[config.mk]
export PLATFORM = sky130hd
export DESIGN_NAME = cws_ctrl
export DESIGN_NICKNAME = d
export VERILOG_FILES = /design/src/rtl/cws_pkg.sv /design/src/rtl/cws_ctrl.sv
export SDC_FILE = /design/constraint.sdc
export NUM_CORES = 1
export LEC_CHECK = 0
export ABC_AREA = 1
export BUFFER_PORTS_ARGS = -buffer_cell sky130_fd_sc_hd__buf_2
export CORE_MARGIN = 4
export CORE_UTILIZATION = 53
export DETAILED_ROUTE_END_ITERATION = 12
export GPL_TIMING_DRIVEN = 0
export PLACE_DENSITY = 0.81
export SETUP_SLACK_MARGIN = 0.4
export SLEW_MARGIN = 30
export SYNTH_ARGS = -nofsm -noshare
export SYNTH_HDL_FRONTEND = slang
export SYNTH_SLANG_ARGS = --single-unit
[constraint.sdc]
create_clock -name clk -period 3.03 [get_ports clk]
set_input_delay 0.4545 -clock clk [delete_from_list [all_inputs] [get_ports clk]]
set_output_delay 0.4545 -clock clk [all_outputs]
set_load 0.01 [all_outputs]
[src/rtl/cws_pkg.sv]
// ============================================================================
// cws_pkg - shared types and constants for cone-weighted smoothing
// Storage sizes, field widths, controller states and the command and status
// groups between the controller and the datapath.
// ============================================================================
package cws_pkg;

    // grid store and register limits
    localparam int MAX_WIDTH_N  = 64;
    localparam int MAX_HEIGHT_N = 64;
    localparam int CFG_W        = 7;
    localparam int COORD_W      = 6;
    localparam int ADDR_W       = 2 * COORD_W;
    localparam int STORE_DEPTH  = MAX_WIDTH_N * MAX_HEIGHT_N;

    localparam logic [CFG_W-1:0] MAX_RADIUS = 7'd64;
    localparam logic [CFG_W-1:0] MAX_WIDTH  = 7'd64;
    localparam logic [CFG_W-1:0] MAX_HEIGHT = 7'd64;

    localparam logic [CFG_W-1:0] RADIUS_RST = 7'd10;
    localparam logic [CFG_W-1:0] WIDTH_RST  = 7'd64;
    localparam logic [CFG_W-1:0] HEIGHT_RST = 7'd64;

    // register indexes
    localparam logic [1:0] REG_RADIUS = 2'd0;
    localparam logic [1:0] REG_WIDTH  = 2'd1;
    localparam logic [1:0] REG_HEIGHT = 2'd2;

    // input function codes
    localparam logic FUNC_STORE = 1'b0;
    localparam logic FUNC_QUERY = 1'b1;

    // datapath widths
    localparam int OFS_W  = 8;   // window offset / position, signed
    localparam int D2_W   = 14;  // squared distance
    localparam int R2_W   = 13;  // squared radius
    localparam int Q_W    = 32;  // scaled distance quotient
    localparam int RT_W   = 16;  // square root
    localparam int SR_W   = 18;  // square root remainder
    localparam int WT_W   = 17;  // weight, 1..65536
    localparam int SUM_W  = 37;  // weighted sum, signed
    localparam int CNT_W  = 13;  // positions counted
    localparam int OUT_W  = 24;

    localparam logic [WT_W-1:0] WEIGHT_ONE = 17'd65536;

    // iteration counts of the serial units
    localparam int STEP_W = 6;
    localparam logic [STEP_W-1:0] DIV_LAST  = 6'(Q_W - 1);
    localparam logic [STEP_W-1:0] SQRT_LAST = 6'(RT_W - 1);
    localparam logic [STEP_W-1:0] MEAN_LAST = 6'(SUM_W - 1);

    typedef enum logic [2:0] {
        ST_IDLE,
        ST_SCAN,
        ST_DIV,
        ST_SQRT,
        ST_ACC,
        ST_MINIT,
        ST_MEAN,
        ST_DONE
    } state_t;

    typedef struct packed {
        logic store;
        logic start;
        logic scan;
        logic advance;
        logic div_step;
        logic sqrt_step;
        logic acc;
        logic mean_init;
        logic mean_step;
        logic out_load;
    } cmd_t;

    typedef struct packed {
        logic in_grid; // current position lies in the grid
        logic live;    // inside the cone, weight above zero
        logic last;    // final position of the window
    } status_t;

endpackage

[src/rtl/cws_ctrl.sv]
// ============================================================================
// cws_ctrl - sequencer for cone-weighted smoothing
// Walks the window, runs the serial divider and root steps, then the final
// mean division, and owns the result valid flag.
// ============================================================================
module cws_ctrl
    import cws_pkg::*;
(
    input  logic    clk,
    input  logic    rst_n,
    input  logic    in_valid,
    output logic    in_stall,
    input  logic    func,
    output logic    out_valid,
    input  logic    out_stall,
    input  status_t status,
    output cmd_t    cmd
);

    state_t            state_reg, state_next;
    logic [STEP_W-1:0] step_reg, step_next;
    logic              out_valid_reg, out_valid_next;
    logic              load_ok;

    assign load_ok = !out_valid_reg || !out_stall;

    always_ff @(posedge clk or negedge rst_n)
    begin
        if (!rst_n)
        begin
            state_reg     <= ST_IDLE;
            step_reg      <= '0;
            out_valid_reg <= 1'b0;
        end
        else
        begin
            state_reg     <= state_next;
            step_reg      <= step_next;
            out_valid_reg <= out_valid_next;
        end
    end

    // next state
    always_comb
    begin
        state_next = state_reg;
        case (state_reg)
            ST_IDLE:
            begin
                if (in_valid && func == FUNC_QUERY)
                    state_next = ST_SCAN;
            end
            ST_SCAN:
            begin
                if (status.in_grid && status.live)
                    state_next = ST_DIV;
                else if (status.last)
                    state_next = ST_MINIT;
            end
            ST_DIV:
            begin
                if (step_reg == DIV_LAST)
                    state_next = ST_SQRT;
            end
            ST_SQRT:
            begin
                if (step_reg == SQRT_LAST)
                    state_next = ST_ACC;
            end
            ST_ACC:
            begin
                state_next = status.last ? ST_MINIT : ST_SCAN;
            end
            ST_MINIT:
                state_next = ST_MEAN;
            ST_MEAN:
            begin
                if (step_reg == MEAN_LAST)
                    state_next = ST_DONE;
            end
            ST_DONE:
            begin
                if (load_ok)
                    state_next = ST_IDLE;
            end
            default:
                state_next = ST_IDLE;
        endcase
    end

    assign step_next = (state_next != state_reg) ? '0 : step_reg + 1'b1;

    // outputs
    always_comb
    begin
        cmd            = '0;
        out_valid_next = out_valid_reg && out_stall;
        case (state_reg)
            ST_IDLE:
            begin
                cmd.store = in_valid && func == FUNC_STORE;
                cmd.start = in_valid && func == FUNC_QUERY;
            end
            ST_SCAN:
            begin
                cmd.scan    = 1'b1;
                cmd.advance = !(status.in_grid && status.live);
            end
            ST_DIV:
                cmd.div_step = 1'b1;
            ST_SQRT:
                cmd.sqrt_step = 1'b1;
            ST_ACC:
            begin
                cmd.acc     = 1'b1;
                cmd.advance = 1'b1;
            end
            ST_MINIT:
                cmd.mean_init = 1'b1;
            ST_MEAN:
                cmd.mean_step = 1'b1;
            ST_DONE:
            begin
                cmd.out_load = load_ok;
                if (load_ok)
                    out_valid_next = 1'b1;
            end
            default:
                cmd = '0;
        endcase
    end

    assign in_stall  = state_reg != ST_IDLE;
    assign out_valid = out_valid_reg;

endmodule

==> results.txt, run 1 <==
DRC violations left -> 0
area of the die -> 0.00194 mm²
Slew Viols, Final -> 0
Via density -> 5.00
maximum VDD drop -> 0.543 mV
outcome -> complete, no violations
Placed Cells -> 132
hold buffers post-CTS -> 0
fin crit period -> 1.90 ns
clk slew on worst S/H paths -> 0.07 ns
Die H -> 44.0 µm
total negative setup slack -> 0 ns
final setup fails -> 0
CP Launch Type -> register
CP peak stage delay -> 0.39 ns
share of cells above drive strength 1 -> 0.262
core footprint -> 0.00117 mm²
CTS Buf Count -> 3
worst reg-to-reg path cell count -> 10
Starting Density -> 0.588
Critical Path RT -> 2.58 ns
Critical R2R Capture -> step_reg[0]
Design Power -> 0.692 mW
Synth Area in Compound Gates -> 0.0400
CTS root buf -> clkbuf_4
Syn Inst Count -> 99
crit-path max FO -> 10
critical path class -> reg -> out
CP Capture Type -> primary output
largest net degree at the start of global routing -> 11
DRT Wirelength -> 1550 µm
Post-CTS Setup Repair Bufs -> 0
Simple-Gate Fraction of Synth Area -> 0.391
worst-skew pair later-pin latency -> 0.27 ns
largest family of logic cells by synthesized area -> simple AND/OR/NAND/NOR gates
Syn Nets -> 109
Non-Filler Instances -> 136
synth-to-layout area growth -> 21.6%
Remaining Overflow, GRT -> 0
first-pass iteration count of the detailed router -> 4
Largest register FFs -> 6
HPWL after DPL -> 1260 µm
CP Cell Sequence -> clkbuf_8 -> nor3_1 -> nand3_1 -> inv_1 -> buf_2
switching share of total power -> 0.458
Max-slew headroom -> 0.800
flop and latch count out of synthesis -> 10
register share of total power -> 0.304
Finished Cell Area -> 837 µm²
Comb power frac -> 0.521
max-cap violation count -> 0
Clock Sink Count -> 10
DR vias -> 680
Arrival @ worst endpoint -> 1.44 ns
I/O pin count -> 20
Seq/Total Area, Yosys -> 0.364
Synth Area in XOR/XNOR -> 0.0509
1st-iter DRT viols -> 18
mapped cell area -> 688 µm²
reg-to-reg slack, setup -> 1.34 ns
RSZ-0062 raised after global routing -> no
Clock Path Buffers -> 2
post-synth cell types -> 18
diode count -> 0
min-delay worst type -> in -> async
routability cong. -> 0.816
Static Leak -> 0.518 nW
Clock Skews -> 0.00844 ns
fin util -> 0.715
standard-cell row count -> 12
top achievable clock speed -> 527 MHz
ANT nets after route -> 0
mux contribution to synthesized area -> 0
Fin. Hold Viols -> 0
Net Switching -> 0.317 mW
Clock Power Share -> 0.175
first-pass GRT wire length -> 2450 µm
htree depth -> 1
port bufs -> 19
Avg WL per Cell -> 11.4 µm
fin nets -> 133
average cell area after synthesis -> 6.95 µm²
Synthesis Warnings -> 0
post_cts resized -> 0
number of global-route vias before repair -> 557
post-synthesis adder-cell area fraction -> 0.0364
GRT Total Usage -> 0.171
critical path's slowest cell -> dfrtp_1
Reg2Reg Launch Point -> step_reg[0]
die span in x -> 44.0 µm
CTS tree -> done
fin crit share -> 0.626
DP Area -> 801 µm²
initial antenna violation count -> 0
worst-margin pin slew -> 0.297 ns
pwr dens -> 827 mW/mm²
Int Pwr -> 0.375 mW
cell type report:
| class | instances | area (µm²) |
|---|---|---|
| buffer | 1 | 13.8 |
| clock buffer | 4 | 36.3 |
| fill | 108 | 334 |
| inverter | 18 | 67.6 |
| multi-input combinational | 70 | 357 |
| sequential | 10 | 250 |
| tap | 14 | 17.5 |
| timing repair buffer | 19 | 95.1 |
power groups by stage:
stage	Clock (mW)	Sequential, mW	Combinational, mW
after floorplan	0	0.203	0.261
after global placement	0	0.210	0.350
after detailed placement	0	0.211	0.361
after CTS	0.123	0.209	0.360
after global routing	0.131	0.215	0.398
final	0.121	0.210	0.361
per-layer routing:
metal  vias to the layer above  global-route usage  wire length [µm]
met5                         -                   0                 0
met1                       303               0.221               675
met2                        27               0.270               733
met4                         0              0.0361                 0
met3                         0              0.0650               143
li1                        350                   -                 -
cells in the final DEF (no fill, tap or decap), drive strengths merged, types with 2 or more instances in the layout:
cell,synthesis,final
dfrtp,10,10
nor3,2,2
inv,18,18
a21oi,3,3
nor2,17,17
ha,2,2
nand2,27,27
buf,0,19
nand3,12,12
xor2,3,3
clkbuf,1,5
per-stage QoR:
step / setup WS, ns / hold WS (ns)
global placement: 1.44 / 0.321
detailed placement: 1.38 / 0.327
global route: 0.999 / 0.0380
floorplan: 1.58 / 0.159
finish: 1.13 / 0.0289
CTS: 1.13 / 0.0349
how the worst max path moves through the flow:
stage                      start     endpoint  depth (start not counted)
finish              state_reg[2]       cmd[8]                          5
floorplan           state_reg[2]       cmd[8]                          4
CTS                 state_reg[2]       cmd[8]                          5
detailed placement   step_reg[0]  step_reg[2]                         10
global route        state_reg[2]       cmd[8]                          5
global placement     step_reg[0]  step_reg[4]                         11
kinds of logic (layout without fill, tap and decap cells):
| kind of cell | Yosys count | in the layout |
|---|---|---|
| xor gates and xnor gates | 4 | 4 |
| buffers and inverters | 19 | 42 |
| and+or+nand+nor | 59 | 59 |
| DFF | 10 | 10 |
| adders and majority gates | 2 | 2 |
| AOI/OAI and AO/OA | 5 | 5 |
worst max-delay path: cells and delay by family (launching register included):
kind                   cells  cell delay [ns]
and+or+nand+nor            2             0.41
buffers and inverters      3             0.36
DFF                        1             0.39
cells in the mapped netlist (all sizes together):
library cell / number / area share
nand3: 12 / 0.11
o211ai: 1 / 0.011
nand4: 1 / 0.0091
xor2: 3 / 0.038
nor2: 17 / 0.10
dfrtp: 10 / 0.36
xnor2: 1 / 0.013
nand2: 27 / 0.15
inv: 18 / 0.098
a21oi: 3 / 0.022
nor3: 2 / 0.022
clkbuf: 1 / 0.020
o21ai: 1 / 0.0073
ha: 2 / 0.036
No activity file was read; power rests on OpenSTA's default activity.
==> run 2, diff against run 1 <==
--- a/config.mk
+++ b/config.mk
@@ -5,13 +5,13 @@
 export SDC_FILE = /design/constraint.sdc
 export NUM_CORES = 1
 export LEC_CHECK = 0
-export ABC_AREA = 1
+export ABC_AREA = 0
 export BUFFER_PORTS_ARGS = -buffer_cell sky130_fd_sc_hd__buf_2
 export CORE_MARGIN = 4
-export CORE_UTILIZATION = 53
+export CORE_UTILIZATION = 45
 export DETAILED_ROUTE_END_ITERATION = 12
 export GPL_TIMING_DRIVEN = 0
-export PLACE_DENSITY = 0.81
+export PLACE_DENSITY = 0.73
 export SETUP_SLACK_MARGIN = 0.4
 export SLEW_MARGIN = 30
 export SYNTH_ARGS = -nofsm -noshare
==> constraint.sdc (replaced) <==
create_clock -name clk -period 1.5 [get_ports clk]
set_input_delay 0.225 -clock clk [delete_from_list [all_inputs] [get_ports clk]]
set_output_delay 0.225 -clock clk [all_outputs]
set_load 0.01 [all_outputs]
==> results.txt, run 2 <==
first-pass iteration count of the detailed router -> 3 (-1)
CTS root buf -> clkbuf_4
Max-slew headroom -> 0.733 (-0.0675)
Syn Inst Count -> 84 (-15%)
Critical Path RT -> 1.65 ns (-0.93 ns)
1st-iter DRT viols -> 6 (-12)
mapped cell area -> 739 µm² (+7.5%)
hold_sp -> out_stall
Fin. Hold Viols -> 0 (unchanged)
Via density -> 5.74 (+15%)
Arrival @ worst endpoint -> 1.85 ns (+0.41 ns)
core footprint -> 0.00152 mm² (+30%)
Synthesis Warnings -> 0 (unchanged)
Seq/Total Area, Yosys -> 0.338 (-0.0252)
Non-Filler Instances -> 133 (-2.2%)
share of cells above drive strength 1 -> 0.487 (+0.225)
fin nets -> 129 (-3.0%)
CP Capture Type -> register
ANT nets after route -> 0 (unchanged)
routability cong. -> 0.811 (-0.72%)
top cells by count, synth -> dfrtp_1, nor2_1, nand3_1
Clock Skews -> 0.00176 ns (-0.00668 ns)
area of the die -> 0.00236 mm² (+21%)
standard-cell row count -> 14 (+2)
clk slew on worst S/H paths -> 0.06 ns (about the same)
Die H -> 48.5 µm (+10%)
outcome -> finished with violations
pwr dens -> 1830 mW/mm² (+120%)
most frequent cells in the layout -> buf_2, nor2_1, dfrtp_1
post-synth cell types -> 33 (+15)
maximum VDD drop -> 1.03 mV (+90%)
largest net degree at the start of global routing -> 11 (unchanged)
Syn Nets -> 94 (-14%)
Reg2Reg Launch Point -> step_reg[0]
CTS Buf Count -> 3 (unchanged)
GRT Total Usage -> 0.195 (+0.0247)
worst hold stages -> 3
Placed Cells -> 119 (-9.8%)
fin crit share -> 1.13
crit path from -> step_reg[0]
post-synthesis async set-or-reset flop share -> 1.00 (unchanged)
worst setup margin -> -0.202 ns (-1.34 ns)
most common cell after layout, fill and taps aside -> buf_2
Clock Path Buffers -> 2 (unchanged)
Starting Density -> 0.485 (-0.102)
max-cap violation count -> 0 (unchanged)
I/O pin count -> 20 (unchanged)
port bufs -> 19 (unchanged)
initial antenna violation count -> 0 (unchanged)
CTS tree -> done
number of global-route vias before repair -> 811 (+46%)
Design Power -> 2.05 mW (+200%)
diode count -> 0 (unchanged)
worst reg-to-reg path cell count -> 6 (-4)
Static Leak -> 0.518 nW (+0.12%)
htree depth -> 1 (unchanged)
average cell area after synthesis -> 8.80 µm² (+27%)
synth-to-layout area growth -> 51.4%
DRC violations left -> 0 (unchanged)
Slew Viols, Final -> 0 (unchanged)
failing checks -> negative setup slack
HPWL after DPL -> 1340 µm (+6.3%)
fin crit period -> 1.70 ns
Clock Sink Count -> 10 (unchanged)
CP Launch Type -> register
crit-path max FO -> 6 (-4)
die span in x -> 48.5 µm (+10%)
cell accounting for the most synthesized area -> dfrtp_1
DR vias -> 764 (+12%)
Remaining Overflow, GRT -> 0 (unchanged)
most common flop cell mapped by yosys -> dfrtp_1
RSZ-0062 raised after global routing -> yes
EDFF count, synth -> 0 (unchanged)
worst-skew pair later-pin latency -> 0.26 ns (about the same)
pre-CTS setup slack -> -0.341 ns (-1.72 ns)
DRT Wirelength -> 2020 µm (+30%)
first-pass GRT wire length -> 3690 µm (+51%)
top cell type's share of synthesized area -> 0.338 (-0.0252)
Largest register FFs -> 6 (unchanged)
worst-margin pin slew -> 0.395 ns (+0.0983 ns)
WHS -> 0.275 ns (+0.246 ns)
Synth area leaders -> dfrtp_1, nor2_1, nand3_1
top achievable clock speed -> 588 MHz
final setup fails -> 14 (+14)
flop and latch count out of synthesis -> 10 (unchanged)
min-delay worst type -> in -> reg
critical path class -> reg -> reg
Avg WL per Cell -> 15.2 µm (+33%)
==> run 2: final cells by class <==
cell class,instances,area [µm²]
Buffer,4,61.3
Clock buffer,3,22.5
Fill cell,117,404
Inverter,5,22.5
Multi-Input combinational cell,65,547
Sequential cell,10,251
Tap cell,16,20.0
Timing Repair Buffer,30,195
==> run 2: metal layers <==
layer  track usage  part of all wire  vias up
met5             0                 0        -
met4         0.130             0.041        0
met3        0.0429             0.057       11
met2         0.333              0.52       28
met1         0.213              0.38      358
li1              -                 -      367
==> run 2: through the flow <==
step	util	area, µm²	setup TNS (ns)
2_1_floorplan	-	841	-0.918
3_3_place_gp	0.627	956	-1.61
3_5_place_dp	0.627	956	-2.01
4_1_cts	0.725	1100	-1.97
5_1_grt	0.735	1120	-3.16
6_report	0.735	1120	-1.77
==> run 2: power breakdown <==
| part | switching, mW | total, mW | internal [mW] |
|---|---|---|---|
| registers | 0.104 | 0.463 | 0.359 |
| clock network | 0.0872 | 0.180 | 0.0925 |
| logic | 0.694 | 1.40 | 0.709 |
==> run 2: logic make-up (layout without fill, tap and decap cells) <==
logic type	after synthesis	count (layout)	synth area share
AO/OA/AOI/OAI	17	17	0.213
XOR/XNOR	4	4	0.0474
buffers and inverters	9	42	0.0525
flip-flops	10	10	0.338
adder cells (fa/ha/maj)	2	2	0.0338
AND/OR/NAND/NOR	42	42	0.315
==> run 2: worst paths after layout <==
check | to | slack (ns)
worst max register to register | step_reg[3] | -0.20
worst min-delay path | out_valid | 0.27
worst min register to register | step_reg[0] | 0.57
min in group asynchronous | step_reg[1] | 0.35
worst max-delay path | step_reg[3] | -0.20
max in group asynchronous | step_reg[0] | 0.94
==> run 2: worst max-delay path, stage by stage (launching register included) <==
cell and delay [ns]:
dfrtp_2 0.43, ha_4 0.16, and4bb_2 0.24, a2111oi_4 0.32, a31oi_2 0.10, a31oi_4 0.25, nor2_1 0.08
==> run 2: timing repair <==
action | 4_1_cts | 5_1_grt
buffers inserted | 10 | 0
hold endpoints to repair | 10 | 0
gates resized for setup | 9 | 3
hold buffers | 1 | 0
gates cloned | 0 | 0
pin swaps | 5 | 2
endpoints found under the setup margin | 20 | 20
